## src/rtl/subleq_processor_step_assert.svh

```systemverilog
// ---------------------------------------------------------------------------
// SUBLEQ step engine assertion macros
// Concurrent assertion wrappers; define ASSERT_OFF to compile them away.
// ---------------------------------------------------------------------------
`ifndef SUBLEQ_PROCESSOR_STEP_ASSERT_SVH
`define SUBLEQ_PROCESSOR_STEP_ASSERT_SVH
`ifndef ASSERT_OFF
// Property checked at every rising clock edge outside reset
`define SPS_ASSERT(lbl, clk, rst_n, prop) \
  lbl: assert property (@(posedge clk) disable iff (!rst_n) prop) \
    else $error("subleq_processor_step: assertion failed");
// Property checked at every rising clock edge, reset included
`define SPS_ASSERT_ALWAYS(lbl, clk, prop) \
  lbl: assert property (@(posedge clk) prop) \
    else $error("subleq_processor_step: assertion failed");
`else
`define SPS_ASSERT(lbl, clk, rst_n, prop)
`define SPS_ASSERT_ALWAYS(lbl, clk, prop)
`endif
`endif

```

## src/rtl/subleq_pkg.sv

```systemverilog
// ---------------------------------------------------------------------------
// SUBLEQ package
// Sizes, control word layout, microprogram ROM and address helpers.
// ---------------------------------------------------------------------------
package subleq_pkg;

  // Memory size in 64-bit words (power of two)
  localparam int unsigned MEM_WORDS  = 65536;
  localparam int unsigned IDX_W      = $clog2(MEM_WORDS);
  localparam int unsigned WORD_W     = 64;
  localparam int unsigned ADDR_W     = 19;
  localparam int unsigned KIND_W     = 2;
  localparam int unsigned STEP_BYTES = 24;

  // Item kinds
  typedef enum logic [KIND_W-1:0] {
    KIND_LOAD = 2'd0,
    KIND_STEP = 2'd1,
    KIND_READ = 2'd2,
    KIND_NONE = 2'd3
  } kind_e;

  // Microprogram addresses
  typedef enum logic [3:0] {
    U_CLR    = 4'd0,
    U_IDLE   = 4'd1,
    U_LOAD   = 4'd2,
    U_RD     = 4'd3,
    U_RD_FIN = 4'd4,
    U_FA     = 4'd5,
    U_FB     = 4'd6,
    U_FC     = 4'd7,
    U_RA     = 4'd8,
    U_RB     = 4'd9,
    U_SUB    = 4'd10,
    U_NONE   = 4'd11
  } upc_e;

  typedef enum logic [1:0] {
    MEM_IDLE,
    MEM_RD,
    MEM_WR
  } mem_op_e;

  typedef enum logic [2:0] {
    ASEL_CLR,
    ASEL_IN,
    ASEL_PC0,
    ASEL_PC1,
    ASEL_PC2,
    ASEL_A,
    ASEL_B
  } asel_e;

  typedef enum logic [1:0] {
    WSEL_ZERO,
    WSEL_IN,
    WSEL_DIFF
  } wsel_e;

  // Register loaded from the RAM read port
  typedef enum logic [2:0] {
    LAT_NONE,
    LAT_A_PTR,
    LAT_B_PTR,
    LAT_C,
    LAT_A_VAL
  } lat_e;

  // Result produced by a finishing step
  typedef enum logic [2:0] {
    RES_NONE,
    RES_LOAD,
    RES_READ,
    RES_STEP,
    RES_NULL
  } res_e;

  // Sequencing: go, loop until clear done, dispatch on input, finish on free output
  typedef enum logic [1:0] {
    SEQ_GO,
    SEQ_LOOP,
    SEQ_DISPATCH,
    SEQ_FINISH
  } seq_e;

  typedef struct packed {
    mem_op_e mem_op;
    asel_e   asel;
    wsel_e   wsel;
    lat_e    lat;
    res_e    res;
    seq_e    seq;
    upc_e    nxt;
  } ctrl_t;

  // Conditions seen by the sequencer
  typedef struct packed {
    logic  in_valid;
    kind_e kind;
    logic  clr_last;
    logic  out_free;
  } stat_t;

  // Byte address to word index, wrapping modulo MEM_WORDS
  function automatic logic [IDX_W-1:0] word_idx(input logic [WORD_W-1:0] byte_addr);
    logic [WORD_W-1:0] w;
    w = byte_addr >> 3;
    return w[IDX_W-1:0];
  endfunction

  // Microprogram ROM
  function automatic ctrl_t ucode(input upc_e upc);
    ctrl_t w;
    w = '{mem_op: MEM_IDLE, asel: ASEL_IN, wsel: WSEL_ZERO, lat: LAT_NONE,
          res: RES_NONE, seq: SEQ_GO, nxt: U_IDLE};
    case (upc)
      U_CLR: begin
        w.mem_op = MEM_WR; w.asel = ASEL_CLR; w.seq = SEQ_LOOP;
      end
      U_IDLE: begin
        w.seq = SEQ_DISPATCH;
      end
      U_LOAD: begin
        w.mem_op = MEM_WR; w.wsel = WSEL_IN; w.res = RES_LOAD; w.seq = SEQ_FINISH;
      end
      U_RD: begin
        w.mem_op = MEM_RD; w.nxt = U_RD_FIN;
      end
      U_RD_FIN: begin
        w.res = RES_READ; w.seq = SEQ_FINISH;
      end
      U_FA: begin
        w.mem_op = MEM_RD; w.asel = ASEL_PC0; w.nxt = U_FB;
      end
      U_FB: begin
        w.mem_op = MEM_RD; w.asel = ASEL_PC1; w.lat = LAT_A_PTR; w.nxt = U_FC;
      end
      U_FC: begin
        w.mem_op = MEM_RD; w.asel = ASEL_PC2; w.lat = LAT_B_PTR; w.nxt = U_RA;
      end
      U_RA: begin
        w.mem_op = MEM_RD; w.asel = ASEL_A; w.lat = LAT_C; w.nxt = U_RB;
      end
      U_RB: begin
        w.mem_op = MEM_RD; w.asel = ASEL_B; w.lat = LAT_A_VAL; w.nxt = U_SUB;
      end
      U_SUB: begin
        w.mem_op = MEM_WR; w.asel = ASEL_B; w.wsel = WSEL_DIFF;
        w.res = RES_STEP; w.seq = SEQ_FINISH;
      end
      U_NONE: begin
        w.res = RES_NULL; w.seq = SEQ_FINISH;
      end
      default: begin
        w.seq = SEQ_GO;
      end
    endcase
    return w;
  endfunction

endpackage

```

## src/rtl/subleq_seq.sv

```systemverilog
// ---------------------------------------------------------------------------
// SUBLEQ microcode sequencer
// Step counter over the microprogram ROM with conditional jumps.
// ---------------------------------------------------------------------------
module subleq_seq (
  input  logic               clk_i,
  input  logic               rst_ni,
  input  subleq_pkg::stat_t  stat_i,
  output subleq_pkg::ctrl_t  ctrl_o,
  output logic               fire_o
);

  import subleq_pkg::*;

  upc_e  upc_q, upc_d;
  ctrl_t ctrl;
  logic  fire;

  // Step counter
  always_ff @(posedge clk_i or negedge rst_ni) begin
    if (!rst_ni) begin
      upc_q <= U_CLR;
    end else begin
      upc_q <= upc_d;
    end
  end

  // Control word lookup and next step
  always_comb begin
    ctrl  = ucode(upc_q);
    fire  = 1'b0;
    upc_d = upc_q;
    case (ctrl.seq)
      SEQ_GO: begin
        fire  = 1'b1;
        upc_d = ctrl.nxt;
      end
      SEQ_LOOP: begin
        fire = 1'b1;
        if (stat_i.clr_last) begin
          upc_d = ctrl.nxt;
        end
      end
      SEQ_DISPATCH: begin
        fire = stat_i.in_valid;
        if (stat_i.in_valid) begin
          case (stat_i.kind)
            KIND_LOAD: upc_d = U_LOAD;
            KIND_STEP: upc_d = U_FA;
            KIND_READ: upc_d = U_RD;
            default:   upc_d = U_NONE;
          endcase
        end
      end
      SEQ_FINISH: begin
        fire = stat_i.out_free;
        if (stat_i.out_free) begin
          upc_d = U_IDLE;
        end
      end
      default: begin
        upc_d = U_IDLE;
      end
    endcase
  end

  assign ctrl_o = ctrl;
  assign fire_o = fire;

endmodule

```

## config.mk

```make
export PLATFORM = sky130hd
export DESIGN_NAME = subleq_seq
export DESIGN_NICKNAME = d
export VERILOG_FILES = /design/src/rtl/subleq_processor_step_assert.svh /design/src/rtl/subleq_pkg.sv /design/src/rtl/subleq_seq.sv
export SDC_FILE = /design/constraint.sdc
export NUM_CORES = 1
export LEC_CHECK = 0
export BUFFER_PORTS_ARGS = -buffer_cell sky130_fd_sc_hd__buf_2
export CORE_AREA = 2 2 39 41
export CTS_CLUSTER_DIAMETER = 150
export CTS_CLUSTER_SIZE = 40
export DETAILED_ROUTE_END_ITERATION = 7
export DIE_AREA = 0 0 41 43
export PLACE_DENSITY = 0.87
export RECOVER_POWER = 100
export SLEW_MARGIN = 20
export SYNTH_ARGS = -nofsm -noshare
export SYNTH_HDL_FRONTEND = slang
export SYNTH_SLANG_ARGS = --single-unit
```

## constraint.sdc

```tcl
create_clock -name clk_i -period 3.77 [get_ports clk_i]
set_input_delay 0.5655 -clock clk_i [delete_from_list [all_inputs] [get_ports clk_i]]
set_output_delay 0.5655 -clock clk_i [all_outputs]
set_load 0.005 [all_outputs]
```

### Word level (Yosys, flattened, before mapping)

Index checks and enable logic that the tools add are counted.

| word-level totals | value |
|---|---|
| register bits after elaboration | 4 |
| input port bits | 7 |
| output and inout port bits | 20 |
| word-level logic and storage cells | 42 |

| cells by class | value |
|---|---|
| eq/ne operators | 19 |
| muxes and demuxes | 13 |
| reductions and logical operators | 9 |

Operators by type and width:

| cell | number |
|---|---|
| $pmux 3 s4 | 2 |
| $pmux 4 s6 | 1 |
| $pmux 3 s6 | 1 |
| $eq 4x3->1 const B | 4 |
| $eq 4x4->1 const B | 4 |
| $pmux 4 s4 | 1 |
| $mux 4 | 3 |
| $pmux 4 s3 | 1 |
| $eq 4x2->1 const B | 2 |
| $pmux 2 s2 | 2 |
| $eq 2x2->1 const B | 3 |
| $ne 2x2->1 const B | 3 |
| $pmux 2 s3 | 1 |
| $reduce_or 6->1 | 1 |
| $eq 2x1->1 const B | 2 |
| $eq 4x1->1 const B | 1 |
| $logic_not 2->1 | 2 |
| $logic_not 4->1 | 1 |
| $reduce_or 2->1 | 2 |
| $reduce_or 4->1 | 1 |
| $pmux 1 s3 | 1 |
| $reduce_and 3->1 | 1 |
| $reduce_or 3->1 | 1 |

### Longest topological paths before layout

| logic depth | value |
|---|---|
| word-level depth | 6 |
| gate-level depth with buffers | 6 |
| mapped depth without buffers | 4 |

### Worst setup path after synthesis

OpenSTA, ideal clock, no wires.

| timing path | value |
|---|---|
| path kind | flip-flop to output port |
| start | register upc_q[1] |
| end | output fire_o |
| arrival | 1135 ps |
| path slack | 2070 ps |
| stages on the path, launching flop included | 5 |
| buffers on the path | 3 |
| cell sequence | dfrtp_1 buf_2 buf_4 buf_2 o32a_1 |

| between the ends | value |
|---|---|
| word-level cells in the longest chain between the ends | 6 |
| elaborated cells on any way between the ends | 14 |

RTL lines:

| element | line | RTL |
|---|---|---|
| start, declared | subleq_seq.sv:15 | `upc_e upc_q, upc_d;` |
| start signal, assigned | subleq_seq.sv:24 | `upc_q <= upc_d;` |
| $eq 4x4->1 (tied with other cells) | subleq_pkg.sv:117 | `case (upc)` |
| $reduce_or 4->1 (no line) | -- |  |
| $pmux 2 s3 * | subleq_pkg.sv:117 |  |
| $eq 2x1->1 or $logic_not 2->1 (tied branches) | subleq_seq.sv:33 | `case (ctrl.seq)` |
| $reduce_or 2->1 (no line) | -- |  |
| $pmux 1 s3 * | subleq_seq.sv:33 |  |
| end, declared | subleq_seq.sv:10 | `output logic fire_o` |

Mark *: on every way between the ends. The rest lies on a longest branch, timed or not.

==> out/qor.yml <==
timing:
  fin_skew_ns: 0.00730
  grt_setup_unrepaired: "false"
  tns_ns: 0
  slew_headroom_pct: 51.7
  timing.fmax_ghz: 0.419
  fin_crit_ns: 2.39
  setup-violations-final: 0
  slew_viol_final: 0
  hold_violations: 0
  min_period_over_period_pct: 63.3
  worstMarginPinSlew_ns: 0.724
power_and_ir_drop:
  ir_drop_uv: 497
  p_leak_uw: 0.000312
  power.density_mw_per_mm2: 948
floorplanning:
  die_area_mm2: 0.00176
  die_h_um: 43
  rows: 14
  start_util_pct: 46.0
  io_pins: 27
  die_width_um: 41
  core_mm2: 0.00138
run:
  drv_cap: 0
routing:
  wl_per_cell_um: 11.8
  drc: 0
  dr.pass1.iters: 4
  drtIter0Drc: 13
  route.vias.total: 671
  viasPerCell: 5.50
  drt_wl_total_um: 1450
  ant_nets: 0
outcome:
  status: "complete, no violations"
synth:
  synth_top_area_share_pct: 15.7
  syn_area_um2: 637
  ys_seq_elements: 4
  yosysWarnings: 0
  synth-seq-area-share_pct: 15.7
  synthTopCellsByArea: "dfrtp_1 16%, nand2_1 6.5%, a21oi_1 6.3%, mux2i_1 6.3%, nor2_1 5.9%"
  syn_nets: 93
  syn_avg_cell_area_um2: 7.41
  syn_inst: 86
  ys_types: 37
  synth_top_cell_by_area: "dfrtp_1"
global_routing:
  grt_max_degree: 27
  antenna_found_initial: 0
  grt_overflow: 0
  grtUsageTotal_pct: 18.5
  grt_pass1_vias: 556
  grt_pass1_wl_um: 2360
layout:
  nFillCells: 142
  largest_reg_flops: 4
  drive_gt1_share_pct: 19.8
  stdcell_count: 122
  regMostFlops: "upc_q"
  area_delta_synth_final_pct: 10.8
  antenna_cells: 0
  final_core_util_pct: 51.0
  design_area_um2: 706
  reg_top3: "upc_q (4)"
  nets: 115
worst_setup_path:
  critPathCapture: "ctrl_o[1]"
  max_stage_delay_ns: 0.70
  regToRegEndpoint: "upc_q[2]"
  required_ns: 3.20
  critPathArrivalTime_ns: 1.82
  critical_path_class: "flip-flop to output port"
  cp-startpoint: "upc_q[3]"
  crit_slowest_cell: "dfrtp_1"
  start_kind: "flip-flop"
  cp_num_buf_inv: 1
  cp-end-kind: "output port"
  cp_cell_sequence: "nand2b_1 > nor3b_1 > o21bai_1 > clkbuf_2"
  reg2reg_from: "upc_q[1]"
  crit_cells: 4
  regToRegSetupSlack_ns: 1.61
  critPathTopFamily: "flip-flops"
  reg2reg_depth: 4
  critPathMaxFanout: 20
cts:
  post_cts_resized: 0
  tritoncts: "built"
  cts_inserted_buffers: 3
  clock-sinks: 4
  clockBufferDepth: 2
  post-cts-setup-buffers: 0
  htreeDepth: 1
  holdBufCountCts: 0
  clk-insertion-delay-late_ns: 0.23
  clk_pin_slew_ns: 0.04
  cts-root-buf: "clkbuf_4"
place:
  hpwl_um: 1010
  gp_congestion: 0.852
  placed_cells: 119
  placed_cell_area_um2: 722
  numPortBuffers: 26
worst_hold_path:
  hold_class: "input pin to asynchronous set/reset pin"
per-layer routing:
metal | up-vias | GRT usage (%) | part of all wire, %
li1 | 350 | - | -
met1 | 307 | 29.7 | 48
met2 | 14 | 25.0 | 47
met3 | 0 | 3.14 | 4.2
met4 | 0 | 4.00 | 0
met5 | - | 0 | 0
stage by stage:
step	hold WS [ns]	setup WS (ns)	power, µW
2_1_floorplan	0.270	2.07	541
3_3_place_gp	0.369	1.68	639
3_5_place_dp	0.372	1.62	650
4_1_cts	0.117	1.36	708
5_1_grt	0.162	1.17	748
6_report	0.145	1.38	669
Yosys cell counts, drive strengths merged:
| library cell | count |
|---|---|
| o21ai | 6 |
| clkbuf | 1 |
| a21oi | 8 |
| o31a | 1 |
| mux2i | 4 |
| nand3 | 1 |
| nor2 | 10 |
| nand3b | 1 |
| o32a | 1 |
| nand2 | 11 |
| and3 | 1 |
| nor3 | 4 |
| a21o | 2 |
| o221a | 1 |
| dfrtp | 4 |
| inv | 2 |
| and2b | 1 |
| o32ai | 1 |
| nor3b | 3 |
| a211oi | 1 |
| xor2 | 1 |
| nand2b | 3 |
| buf | 8 |
| a2111oi | 1 |
| o31ai | 1 |
| xnor2 | 1 |
| a31oi | 1 |
| o21bai | 1 |
| mux2 | 1 |
| o22ai | 1 |
| a22oi | 1 |
| nor2b | 2 |
layout make-up:
class	instances	area [µm²]	share of cell area [%]
multi-input cells	71	440	62.4
repair buffers	26	115	16.3
flip-flops and latches	4	100	14.2
clock buffers	3	22.5	3.19
well taps	16	20.0	2.84
inverters	2	7.51	1.06
cells by family after synthesis:
logic type	share of synthesized area [%]
and+or+nand+nor	29.3
AOI/OAI and AO/OA	31.0
buffers and inverters	11.4
muxes	8.64
DFF	15.7
xor gates and xnor gates	3.93
worst reg2reg max path, delay by kind of cell (launching register included):
family	cells	cell delay, ns
multiplexers	1	0.35
AO/OA/AOI/OAI	2	0.58
flip-flops	1	0.80
AND/OR/NAND/NOR	1	0.31
power by group:
group	total [µW]	switching (µW)	internal (µW)
clock	52.4	16.9	35.5
sequential	168	106	61.6
combinational	449	222	227
layout by cell type (no fill, tap or decap), drive strengths merged, types with 2 or more instances in the layout:
cell,synthesis,routed
a21oi,8,8
a21o,2,2
dfrtp,4,4
nor2b,2,2
nand2b,3,3
inv,2,2
buf,8,9
nand2,11,11
mux2i,4,4
clkbuf,1,20
o21ai,6,6
nor3,4,4
nor3b,3,3
nor2,10,10
worst min path at each step:
stage	slack [ns]	depth (start not counted)	to
after floorplan	0.27	0	upc_q[0]
after global placement	0.37	1	upc_q[2]
after detailed placement	0.37	1	upc_q[2]
after CTS	0.12	1	upc_q[2]
after global routing	0.16	1	upc_q[0]
final	0.14	1	upc_q[2]
Note: power is estimated with default switching activity, not from simulation.
